File: src/rtl/mcrg_pkg.sv
`timescale 1ns / 1ps
// ----------------------------------------------------------------------------
// mcrg_pkg
// Shared types and constants of the midpoint circle row generator.
// ----------------------------------------------------------------------------
package mcrg_pkg;

  localparam int RADIUS_W_DEF = 10;   // default radius width inside the block
  localparam int RADIUS_IN_W  = 10;   // width of the radius input field
  localparam int RADIUS_EXT_W = 16;   // radius field widened before trimming
  localparam int CENTRE_W     = 16;
  localparam int COORD_W      = 17;
  localparam int QUEUE_DEPTH  = 2;

  localparam logic OP_START = 1'b0;
  localparam logic OP_STEP  = 1'b1;

  // Row codes within one iteration, in output order.
  localparam logic [1:0] ROW_TOP_Y    = 2'd0;
  localparam logic [1:0] ROW_BOTTOM_Y = 2'd1;
  localparam logic [1:0] ROW_TOP_X    = 2'd2;
  localparam logic [1:0] ROW_BOTTOM_X = 2'd3;

  // One unit of work handed from the front to the back.
  typedef struct packed {
    logic                       idle;   // step taken with no circle active
    logic                       done;   // this iteration ends the circle
    logic                       fill;
    logic signed [CENTRE_W-1:0] cx;
    logic signed [CENTRE_W-1:0] cy;
    logic signed [COORD_W-1:0]  x;
    logic signed [COORD_W-1:0]  y;
  } job_t;

  typedef struct packed {
    logic full;
    logic empty;
  } q_stat_t;

endpackage

File: src/rtl/mcrg_front.sv
`timescale 1ns / 1ps
// ----------------------------------------------------------------------------
// mcrg_front
// Holds the circle state, takes start and step words and runs one midpoint
// iteration per step word while active, posting a job for the row expander.
// ----------------------------------------------------------------------------
module mcrg_front import mcrg_pkg::*; #(
  parameter int RADIUS_WIDTH = RADIUS_W_DEF
) (
  input  logic                       clk,
  input  logic                       rst_n,
  input  logic                       in_take,
  input  logic                       in_op,
  input  logic signed [CENTRE_W-1:0] in_center_x,
  input  logic signed [CENTRE_W-1:0] in_center_y,
  input  logic [RADIUS_IN_W-1:0]     in_radius,
  input  logic                       in_fill,
  output logic                       job_push,
  output job_t                       job
);

  localparam int XW = RADIUS_WIDTH + 1;
  localparam int SW = RADIUS_WIDTH + 2;
  localparam int EW = RADIUS_WIDTH + 3;

  logic signed [CENTRE_W-1:0] centre_col_r, centre_row_r;
  logic signed [XW-1:0]       x_r, x_nxt;
  logic [RADIUS_WIDTH-1:0]    y_r, y_nxt;
  logic [SW-1:0]              xs_r, xs_nxt, ys_r, ys_nxt;
  logic signed [EW-1:0]       err_r, err_nxt, err_mid;
  logic [XW-1:0]              tr_r;
  logic                       fill_r, active_r;

  logic [RADIUS_EXT_W-1:0]    rad_ext;
  logic [RADIUS_WIDTH-1:0]    rad;
  logic                       done;

  assign rad_ext = {{(RADIUS_EXT_W-RADIUS_IN_W){1'b0}}, in_radius};
  assign rad     = rad_ext[RADIUS_WIDTH-1:0];

  // One iteration: the y move, then the x move on the updated error.
  always_comb begin
    y_nxt   = y_r;
    ys_nxt  = ys_r;
    err_mid = err_r;
    if (err_r[EW-1] || err_r == '0) begin
      y_nxt   = y_r + RADIUS_WIDTH'(1);
      err_mid = err_r + $signed({1'b0, ys_r});
      ys_nxt  = ys_r + SW'(2);
    end
    x_nxt   = x_r;
    xs_nxt  = xs_r;
    err_nxt = err_mid;
    if (!err_mid[EW-1] && err_mid != '0) begin
      x_nxt   = x_r - XW'(1);
      xs_nxt  = xs_r + SW'(2);
      err_nxt = err_mid + $signed({1'b0, xs_nxt}) - $signed({2'b0, tr_r});
    end
  end

  assign done = x_nxt < $signed({1'b0, y_nxt});

  assign job_push  = in_take && (in_op == OP_STEP);
  assign job.idle  = !active_r;
  assign job.done  = done;
  assign job.fill  = fill_r;
  assign job.cx    = centre_col_r;
  assign job.cy    = centre_row_r;
  assign job.x     = COORD_W'(x_r);
  assign job.y     = COORD_W'(y_r);

  always_ff @(posedge clk) begin
    if (!rst_n) begin
      centre_col_r <= '0;
      centre_row_r <= '0;
      x_r          <= '0;
      y_r          <= '0;
      xs_r         <= SW'(1);
      ys_r         <= SW'(1);
      err_r        <= '0;
      tr_r         <= '0;
      fill_r       <= 1'b0;
      active_r     <= 1'b0;
    end else if (in_take) begin
      if (in_op == OP_START) begin
        centre_col_r <= in_center_x;
        centre_row_r <= in_center_y;
        fill_r       <= in_fill;
        tr_r         <= {rad, 1'b0};
        x_r          <= $signed({1'b0, rad} - XW'(1));
        y_r          <= '0;
        xs_r         <= SW'(1);
        ys_r         <= SW'(1);
        err_r        <= $signed(EW'(1) - {1'b0, rad, 1'b0});
        active_r     <= rad != '0;
      end else if (active_r) begin
        x_r      <= x_nxt;
        y_r      <= y_nxt;
        xs_r     <= xs_nxt;
        ys_r     <= ys_nxt;
        err_r    <= err_nxt;
        active_r <= !done;
      end
    end
  end

endmodule

File: src/rtl/mcrg_queue.sv
`timescale 1ns / 1ps
// ----------------------------------------------------------------------------
// mcrg_queue
// Short job queue between the iteration front and the row expander.
// ----------------------------------------------------------------------------
module mcrg_queue import mcrg_pkg::*; #(
  parameter int DEPTH = QUEUE_DEPTH
) (
  input  logic    clk,
  input  logic    rst_n,
  input  logic    wr_en,
  input  job_t    wr_job,
  input  logic    rd_en,
  output job_t    rd_job,
  output q_stat_t stat
);

  localparam int PW = (DEPTH > 1) ? $clog2(DEPTH) : 1;
  localparam int CW = $clog2(DEPTH + 1);

  job_t          mem [DEPTH];
  logic [PW-1:0] wr_ptr_r, rd_ptr_r;
  logic [CW-1:0] count_r;
  logic          do_wr, do_rd;

  assign stat.full  = count_r == CW'(DEPTH);
  assign stat.empty = count_r == '0;
  assign do_wr      = wr_en && !stat.full;
  assign do_rd      = rd_en && !stat.empty;
  assign rd_job     = mem[rd_ptr_r];

  always_ff @(posedge clk) begin
    if (do_wr) begin
      mem[wr_ptr_r] <= wr_job;
    end
  end

  always_ff @(posedge clk) begin
    if (!rst_n) begin
      wr_ptr_r <= '0;
      rd_ptr_r <= '0;
      count_r  <= '0;
    end else begin
      if (do_wr) begin
        wr_ptr_r <= (wr_ptr_r == PW'(DEPTH - 1)) ? '0 : wr_ptr_r + PW'(1);
      end
      if (do_rd) begin
        rd_ptr_r <= (rd_ptr_r == PW'(DEPTH - 1)) ? '0 : rd_ptr_r + PW'(1);
      end
      if (do_wr && !do_rd) begin
        count_r <= count_r + CW'(1);
      end else if (do_rd && !do_wr) begin
        count_r <= count_r - CW'(1);
      end
    end
  end

endmodule

File: src/rtl/mcrg_back.sv
`timescale 1ns / 1ps
// ----------------------------------------------------------------------------
// mcrg_back
// Expands each job into its four symmetric rows, or one idle word, and
// holds the oldest row in the output register.
// ----------------------------------------------------------------------------
module mcrg_back import mcrg_pkg::*; (
  input  logic                      clk,
  input  logic                      rst_n,
  input  job_t                      q_job,
  input  q_stat_t                   q_stat,
  output logic                      q_pop,
  input  logic                      pop,
  output logic                      empty,
  output logic signed [COORD_W-1:0] out_row_y,
  output logic signed [COORD_W-1:0] out_left_x,
  output logic signed [COORD_W-1:0] out_right_x,
  output logic                      out_span_mode,
  output logic                      out_status,
  output logic                      out_last_row,
  output logic                      out_circle_done
);

  job_t                      cur_r;
  logic                      cur_valid_r;
  logic [1:0]                idx_r;
  logic                      out_valid_r;

  logic signed [COORD_W-1:0] cx, cy, row_off, col_off;
  logic signed [COORD_W-1:0] row_v, left_v, right_v;
  logic                      row_last, load, take_job;

  assign cx      = COORD_W'(cur_r.cx);
  assign cy      = COORD_W'(cur_r.cy);
  // The first two rows sit at y from the centre, the last two at x.
  assign row_off = idx_r[1] ? cur_r.x : cur_r.y;
  assign col_off = idx_r[1] ? cur_r.y : cur_r.x;
  assign row_v   = idx_r[0] ? cy + row_off : cy - row_off;
  assign left_v  = cx - col_off;
  assign right_v = cx + col_off;

  assign row_last = cur_r.idle || (idx_r == ROW_BOTTOM_X);
  assign load     = cur_valid_r && (!out_valid_r || pop);
  assign take_job = !cur_valid_r || (load && row_last);
  assign q_pop    = take_job && !q_stat.empty;
  assign empty    = !out_valid_r;

  always_ff @(posedge clk) begin
    if (!rst_n) begin
      cur_valid_r <= 1'b0;
      idx_r       <= ROW_TOP_Y;
      out_valid_r <= 1'b0;
    end else begin
      if (take_job) begin
        cur_valid_r <= !q_stat.empty;
        idx_r       <= ROW_TOP_Y;
      end else if (load) begin
        idx_r <= idx_r + 2'd1;
      end
      if (load) begin
        out_valid_r <= 1'b1;
      end else if (pop) begin
        out_valid_r <= 1'b0;
      end
    end
  end

  always_ff @(posedge clk) begin
    if (q_pop) begin
      cur_r <= q_job;
    end
    if (load) begin
      if (cur_r.idle) begin
        out_row_y       <= '0;
        out_left_x      <= '0;
        out_right_x     <= '0;
        out_span_mode   <= 1'b0;
        out_status      <= 1'b1;
        out_last_row    <= 1'b1;
        out_circle_done <= 1'b0;
      end else begin
        out_row_y       <= row_v;
        out_left_x      <= left_v;
        out_right_x     <= right_v;
        out_span_mode   <= cur_r.fill;
        out_status      <= 1'b0;
        out_last_row    <= row_last;
        out_circle_done <= row_last && cur_r.done;
      end
    end
  end

endmodule

File: src/rtl/midpoint_circle_row_generator_top.sv
`timescale 1ns / 1ps
// ----------------------------------------------------------------------------
// midpoint_circle_row_generator_top
// Midpoint circle rasteriser producing four symmetric rows per iteration.
//
//   channel  handshake     payload
//   input    push / full   in_op, in_center_x, in_center_y, in_radius_in,
//                          in_fill_req
//   result   empty / pop   out_row_y, out_left_x, out_right_x, out_span_mode,
//                          out_status, out_last_row, out_circle_done
//
// The front takes a word per cycle while its two-job queue has room; the
// iteration runs in that cycle. A step yields four rows, issued one per cycle
// from the row expander while pop is held, so steady steps are limited by its
// single output register. A start gives no row; an idle step gives one word.
// Reset is synchronous and leaves no circle active. Stalling pop backs up the
// queue, which raises full.
// ----------------------------------------------------------------------------
module midpoint_circle_row_generator_top import mcrg_pkg::*; #(
  parameter int RADIUS_WIDTH = RADIUS_W_DEF
) (
  input  logic                       clk,
  input  logic                       rst_n,
  input  logic                       push,
  output logic                       full,
  input  logic                       in_op,
  input  logic signed [CENTRE_W-1:0] in_center_x,
  input  logic signed [CENTRE_W-1:0] in_center_y,
  input  logic [RADIUS_IN_W-1:0]     in_radius_in,
  input  logic                       in_fill_req,
  output logic                       empty,
  input  logic                       pop,
  output logic signed [COORD_W-1:0]  out_row_y,
  output logic signed [COORD_W-1:0]  out_left_x,
  output logic signed [COORD_W-1:0]  out_right_x,
  output logic                       out_span_mode,
  output logic                       out_status,
  output logic                       out_last_row,
  output logic                       out_circle_done
);

  logic    in_take, job_push, q_pop;
  job_t    job_in, job_out;
  q_stat_t q_stat;

  assign full    = q_stat.full;
  assign in_take = push && !full;

  mcrg_front #(
    .RADIUS_WIDTH(RADIUS_WIDTH)
  ) u_front (
    .clk        (clk),
    .rst_n      (rst_n),
    .in_take    (in_take),
    .in_op      (in_op),
    .in_center_x(in_center_x),
    .in_center_y(in_center_y),
    .in_radius  (in_radius_in),
    .in_fill    (in_fill_req),
    .job_push   (job_push),
    .job        (job_in)
  );

  mcrg_queue #(
    .DEPTH(QUEUE_DEPTH)
  ) u_queue (
    .clk   (clk),
    .rst_n (rst_n),
    .wr_en (job_push),
    .wr_job(job_in),
    .rd_en (q_pop),
    .rd_job(job_out),
    .stat  (q_stat)
  );

  mcrg_back u_back (
    .clk            (clk),
    .rst_n          (rst_n),
    .q_job          (job_out),
    .q_stat         (q_stat),
    .q_pop          (q_pop),
    .pop            (pop),
    .empty          (empty),
    .out_row_y      (out_row_y),
    .out_left_x     (out_left_x),
    .out_right_x    (out_right_x),
    .out_span_mode  (out_span_mode),
    .out_status     (out_status),
    .out_last_row   (out_last_row),
    .out_circle_done(out_circle_done)
  );

  // A finished circle is only ever flagged on the closing row of a step.
  a_done_on_last: assert property (@(posedge clk) disable iff (!rst_n)
    !empty && out_circle_done |-> out_last_row && !out_status)
    else $error("circle_done flagged away from the last row");

  // An idle answer carries no coordinates.
  a_idle_clean: assert property (@(posedge clk) disable iff (!rst_n)
    !empty && out_status |-> out_row_y == '0 && out_left_x == '0 &&
                             out_right_x == '0 && out_last_row)
    else $error("idle word carries row data");

  // The queue cannot be full and empty at once.
  a_queue_sane: assert property (@(posedge clk) disable iff (!rst_n)
    !(q_stat.full && q_stat.empty))
    else $error("job queue reports full and empty");

  // Reset leaves nothing on the result side.
  a_reset_empty: assert property (@(posedge clk)
    !rst_n |=> empty)
    else $error("result waiting straight after reset");

endmodule

File: config.mk
export PLATFORM = sky130hd
export DESIGN_NAME = midpoint_circle_row_generator_top
export DESIGN_NICKNAME = d
export VERILOG_FILES = /design/src/rtl/mcrg_pkg.sv /design/src/rtl/mcrg_front.sv /design/src/rtl/mcrg_queue.sv /design/src/rtl/mcrg_back.sv /design/src/rtl/midpoint_circle_row_generator_top.sv
export SDC_FILE = /design/constraint.sdc
export NUM_CORES = 1
export LEC_CHECK = 0
export BUFFER_PORTS_ARGS = -buffer_cell sky130_fd_sc_hd__buf_4
export CAP_MARGIN = 20
export CELL_PAD_IN_SITES_DETAIL_PLACEMENT = 1
export CELL_PAD_IN_SITES_GLOBAL_PLACEMENT = 2
export CORE_UTILIZATION = 32
export CTS_CLUSTER_DIAMETER = 30
export CTS_CLUSTER_SIZE = 40
export DETAILED_ROUTE_END_ITERATION = 10
export PLACE_DENSITY_LB_ADDON = 0.1
export SYNTH_ARGS = -nofsm -noshare
export SYNTH_HDL_FRONTEND = slang
export SYNTH_SLANG_ARGS = --single-unit
File: constraint.sdc
create_clock -name clk -period 10.3 [get_ports clk]
set_input_delay 2.06 -clock clk [delete_from_list [all_inputs] [get_ports clk]]
set_output_delay 2.06 -clock clk [all_outputs]
set_load 0.005 [all_outputs]
==> results.sh <==
export IMPL_status="complete, no violations"
export IMPL_worst_pin_slew_ps=846.2
export IMPL_die_y_um=233.6
export IMPL_start_kind="flip-flop"
export IMPL_die_w_um=233.6
export IMPL_clock_skew_ps=38.34
export IMPL_n_fill_cell=5786
export IMPL_fin_crit_sh_pct=59.92
export IMPL_syn_area_per_cell_um2=10.70
export IMPL_cts_resized=0
export IMPL_insertion_delay_ps=620
export IMPL_synth_cell_area_um2=17170
export IMPL_r2r_cells=22
export IMPL_peakVddDrop_v=0.0001850
export IMPL_r2r_setup_slack_ps=4130
export IMPL_grt_pass1_wl_um=77020
export IMPL_p_per_area_nw_per_um2=346.6
export IMPL_n_antenna_cell=0
export IMPL_grt_pass1_vias=13400
export IMPL_ant_nets=0
export IMPL_drtIter0Drc=527
export IMPL_rows=84
export IMPL_portBuffers=104
export IMPL_whs_endpoint="u_queue.mem[1][47]"
export IMPL_path_clk_slew_ps=50
export IMPL_grt_usage_pct=18.53
export IMPL_hp_start="u_front.centre_col_r[4]"
export IMPL_final_max_slew_viol_count=0
export IMPL_wl_per_cell_um=19.75
export IMPL_clk_path_buf_depth=3
export IMPL_seq_area_frac_synth_pct=51.65
export IMPL_grt_ovfl_total=0
export IMPL_nets=1906
export IMPL_io_pins=105
export IMPL_numCtsBuffers=84
export IMPL_cp_required_ps=10770
export IMPL_dr_pass1_iters=7
export IMPL_holdPathStages=0
export IMPL_worst_slack_ps=4128
export IMPL_cts_tree="built"
export IMPL_rr_endpoint="u_front.active_r"
export IMPL_hp_class="reg2reg"
export IMPL_clock_sinks=332
export IMPL_dieArea_um2=54580
export IMPL_rsz0062_at_grt="false"
export IMPL_fin_tns_setup_ps=0
export IMPL_post_dp_cell_area_um2=18700
export IMPL_cp_arrival_ps=6640
export IMPL_synthFlopType="edfxtp_1"
export IMPL_fin_crit_ps=6172
export IMPL_r2r_start="u_front.err_r[0]"
export IMPL_post_cts_buffers=0
export IMPL_drive_above_1_share_pct=18.33
export IMPL_synth_seq_cells=332
export IMPL_hpwl_um=35400
export IMPL_hold_buffers=0
export IMPL_slew_headroom_pct=42.13
export IMPL_design_area_um2=21620
export IMPL_initial_core_util_pct=32.54
export IMPL_synth_cell_types=75
export IMPL_drc=0
export IMPL_area_delta_synth_final_pct=25.95
export IMPL_totalWireLength_um=49570
export IMPL_max_cap_violations=0
export IMPL_root_buffer="clkbuf_16"
export IMPL_ys_async_sr_fraction_pct=0
export IMPL_grt_max_degree=56
export IMPL_place_gp_congestion=0.8167
export IMPL_crit_fanout=22
export IMPL_fmax_mhz=162.0
export IMPL_dp_slack_ps=4088
export IMPL_h_tree_depth=3
export IMPL_endpoint_kind="flip-flop"
export IMPL_crit_type="reg2reg"
export IMPL_coreArea_um2=52760
export IMPL_syn_num_nets=1760
export IMPL_p_leak_nw=8.219
export IMPL_synth_edf_count=222
export IMPL_hold_viol_final=0
export IMPL_utilization_pct=40.99
export IMPL_vias=12620
export IMPL_antenna_found_initial=0
export IMPL_viasPerCell=5.027
export IMPL_syn_inst=1605
export IMPL_setup_viol=0
export IMPL_yosysWarnings=0
export IMPL_power_total_mw=7.494
through the flow:
step / hold slack (ps) / cells
floorplan: 419.9 / 1605
global placement: 432.2 / 2351
detailed placement: 440.2 / 2351
CTS: 432.3 / 2508
global route: 460.2 / 2510
finish: 434.3 / 2510
how the worst max path moves through the flow:
| stage | cells after the start | startpoint | to |
|---|---|---|---|
| CTS | 22 | u_front.err_r[0] | u_front.active_r |
| global route | 22 | u_front.err_r[0] | u_front.active_r |
| floorplan | 5 | in_op | u_queue.mem[0][0] |
| detailed placement | 22 | u_front.err_r[0] | u_front.active_r |
| global placement | 22 | u_front.err_r[0] | u_front.active_r |
| finish | 22 | u_front.err_r[0] | u_front.active_r |
registers in the layout (all words and copies together), names as in the netlist, 2 cells and up:
register	count
u_queue.mem	112
u_back.cur_r	56
u_back.out_right_x	17
u_back.out_row_y	17
u_back.out_left_x	16
u_front.centre_col_r	16
u_front.centre_row_r	16
u_front.err_r	13
u_front.xs_r	12
u_front.ys_r	12
u_front.x_r	11
u_front.tr_r	10
u_front.y_r	10
u_back.idx_r	2
u_queue.count_r	2
critical path, cell delays in order (launching register included):
cell and delay [ps]:
dfxtp_1 330, ha_1 250, fa_1 440, a21o_1 240
a221oi_1 610, o21ai_0 210, a221oi_1 350, mux2i_1 650
o41a_1 260, buf_4 270, and2_1 400, nand2_1 120
xnor2_1 140, ha_1 310, a21o_1 160, a21o_1 170
a21o_1 160, a21oi_1 160, o211a_1 200, nand4_1 90
mux2_2 300, nand4_1 150, o41ai_2 70
synthesized netlist by cell type, types with 4 or more instances:
library cell,count,share of area (%)
nor4_1,9,0.33
o21a_1,10,0.44
and3_1,27,0.98
o211ai_1,7,0.31
a311oi_1,6,0.31
mux2_2,58,3.8
nor3b_1,8,0.35
a31oi_1,15,0.55
o2111ai_1,4,0.20
nor3_1,42,1.2
xor2_1,32,1.6
dfxtp_1,110,13
or3_1,22,0.80
o31ai_1,9,0.39
ha_1,93,6.8
edfxtp_1,222,39
a211oi_1,6,0.26
nor2_1,127,2.8
o21bai_1,4,0.17
and2_1,6,0.22
nand3_1,44,1.3
buf_1,9,0.20
or2_2,5,0.18
a21o_1,18,0.79
a22o_1,5,0.26
a221oi_1,10,0.51
o22ai_1,7,0.26
fa_1,14,1.6
a21oi_1,121,3.5
o21ai_1,8,0.23
or4_1,4,0.17
clkbuf_1,47,1.0
o32ai_1,4,0.20
mux2i_1,22,1.3
a22oi_1,5,0.22
nand2b_1,15,0.55
o211a_1,4,0.23
nand2_1,167,3.7
o221ai_1,4,0.20
nand4_1,14,0.51
o21ai_0,57,1.7
nor2b_1,22,0.80
xnor2_1,54,2.8
inv_1,77,1.7
layer usage:
metal  share of wire [%]  GRT usage, %  vias up
met5                   0             0        -
met4                 2.1         6.656        0
met3                 3.7         3.516       66
met2                  49         31.77      211
met1                  45         23.04     6158
li1                    -             -     6183
cell type report:
class / count / area (um2) / share of cell area [%]
clock inverters: 47 / 596.8 / 2.760
flip-flops and latches: 332 / 8870 / 41.02
clock buffers: 110 / 2310 / 10.68
inverters: 78 / 292.8 / 1.354
repair buffers: 123 / 923.4 / 4.270
multi-input cells: 1132 / 7771 / 35.94
well taps: 688 / 860.8 / 3.981
where the power goes:
group / switching [mW] / leakage [nW] / internal [mW]
clock network: 0.816 / 1.42 / 1.82
registers: 0.191 / 3.00 / 1.83
logic: 1.68 / 3.80 / 1.16
layout by cell type (no fill, tap or decap), types with 13 or more instances in the layout:
cell	instances
ha_1	93
nor3_1	42
nand4_1	14
nor2_1	125
clkbuf_1	15
a31oi_1	15
nand2_1	166
a21o_1	18
clkinv_2	15
dfxtp_1	109
a21oi_1	120
fa_1	14
nand3_1	44
edfxtp_1	222
mux2i_1	22
or3_1	22
nor2b_1	21
buf_4	122
nand2b_1	15
clkbuf_16	84
mux2_2	58
inv_1	75
and3_1	26
o21ai_0	57
xnor2_1	54
clkinv_1	13
xor2_1	32
logic make-up (layout without fill, tap and decap cells):
family	after synthesis	after routing	synth area share, %
AO/OA/AOI/OAI	337	337	12.82
AND/OR/NAND/NOR	522	522	14.39
XOR/XNOR	86	86	4.387
buffers and inverters	141	358	3.258
adder cells (fa/ha/maj)	107	107	8.410
multiplexers	80	80	5.087
flip-flops	332	332	51.65
Note: power is estimated with default switching activity, not from simulation.
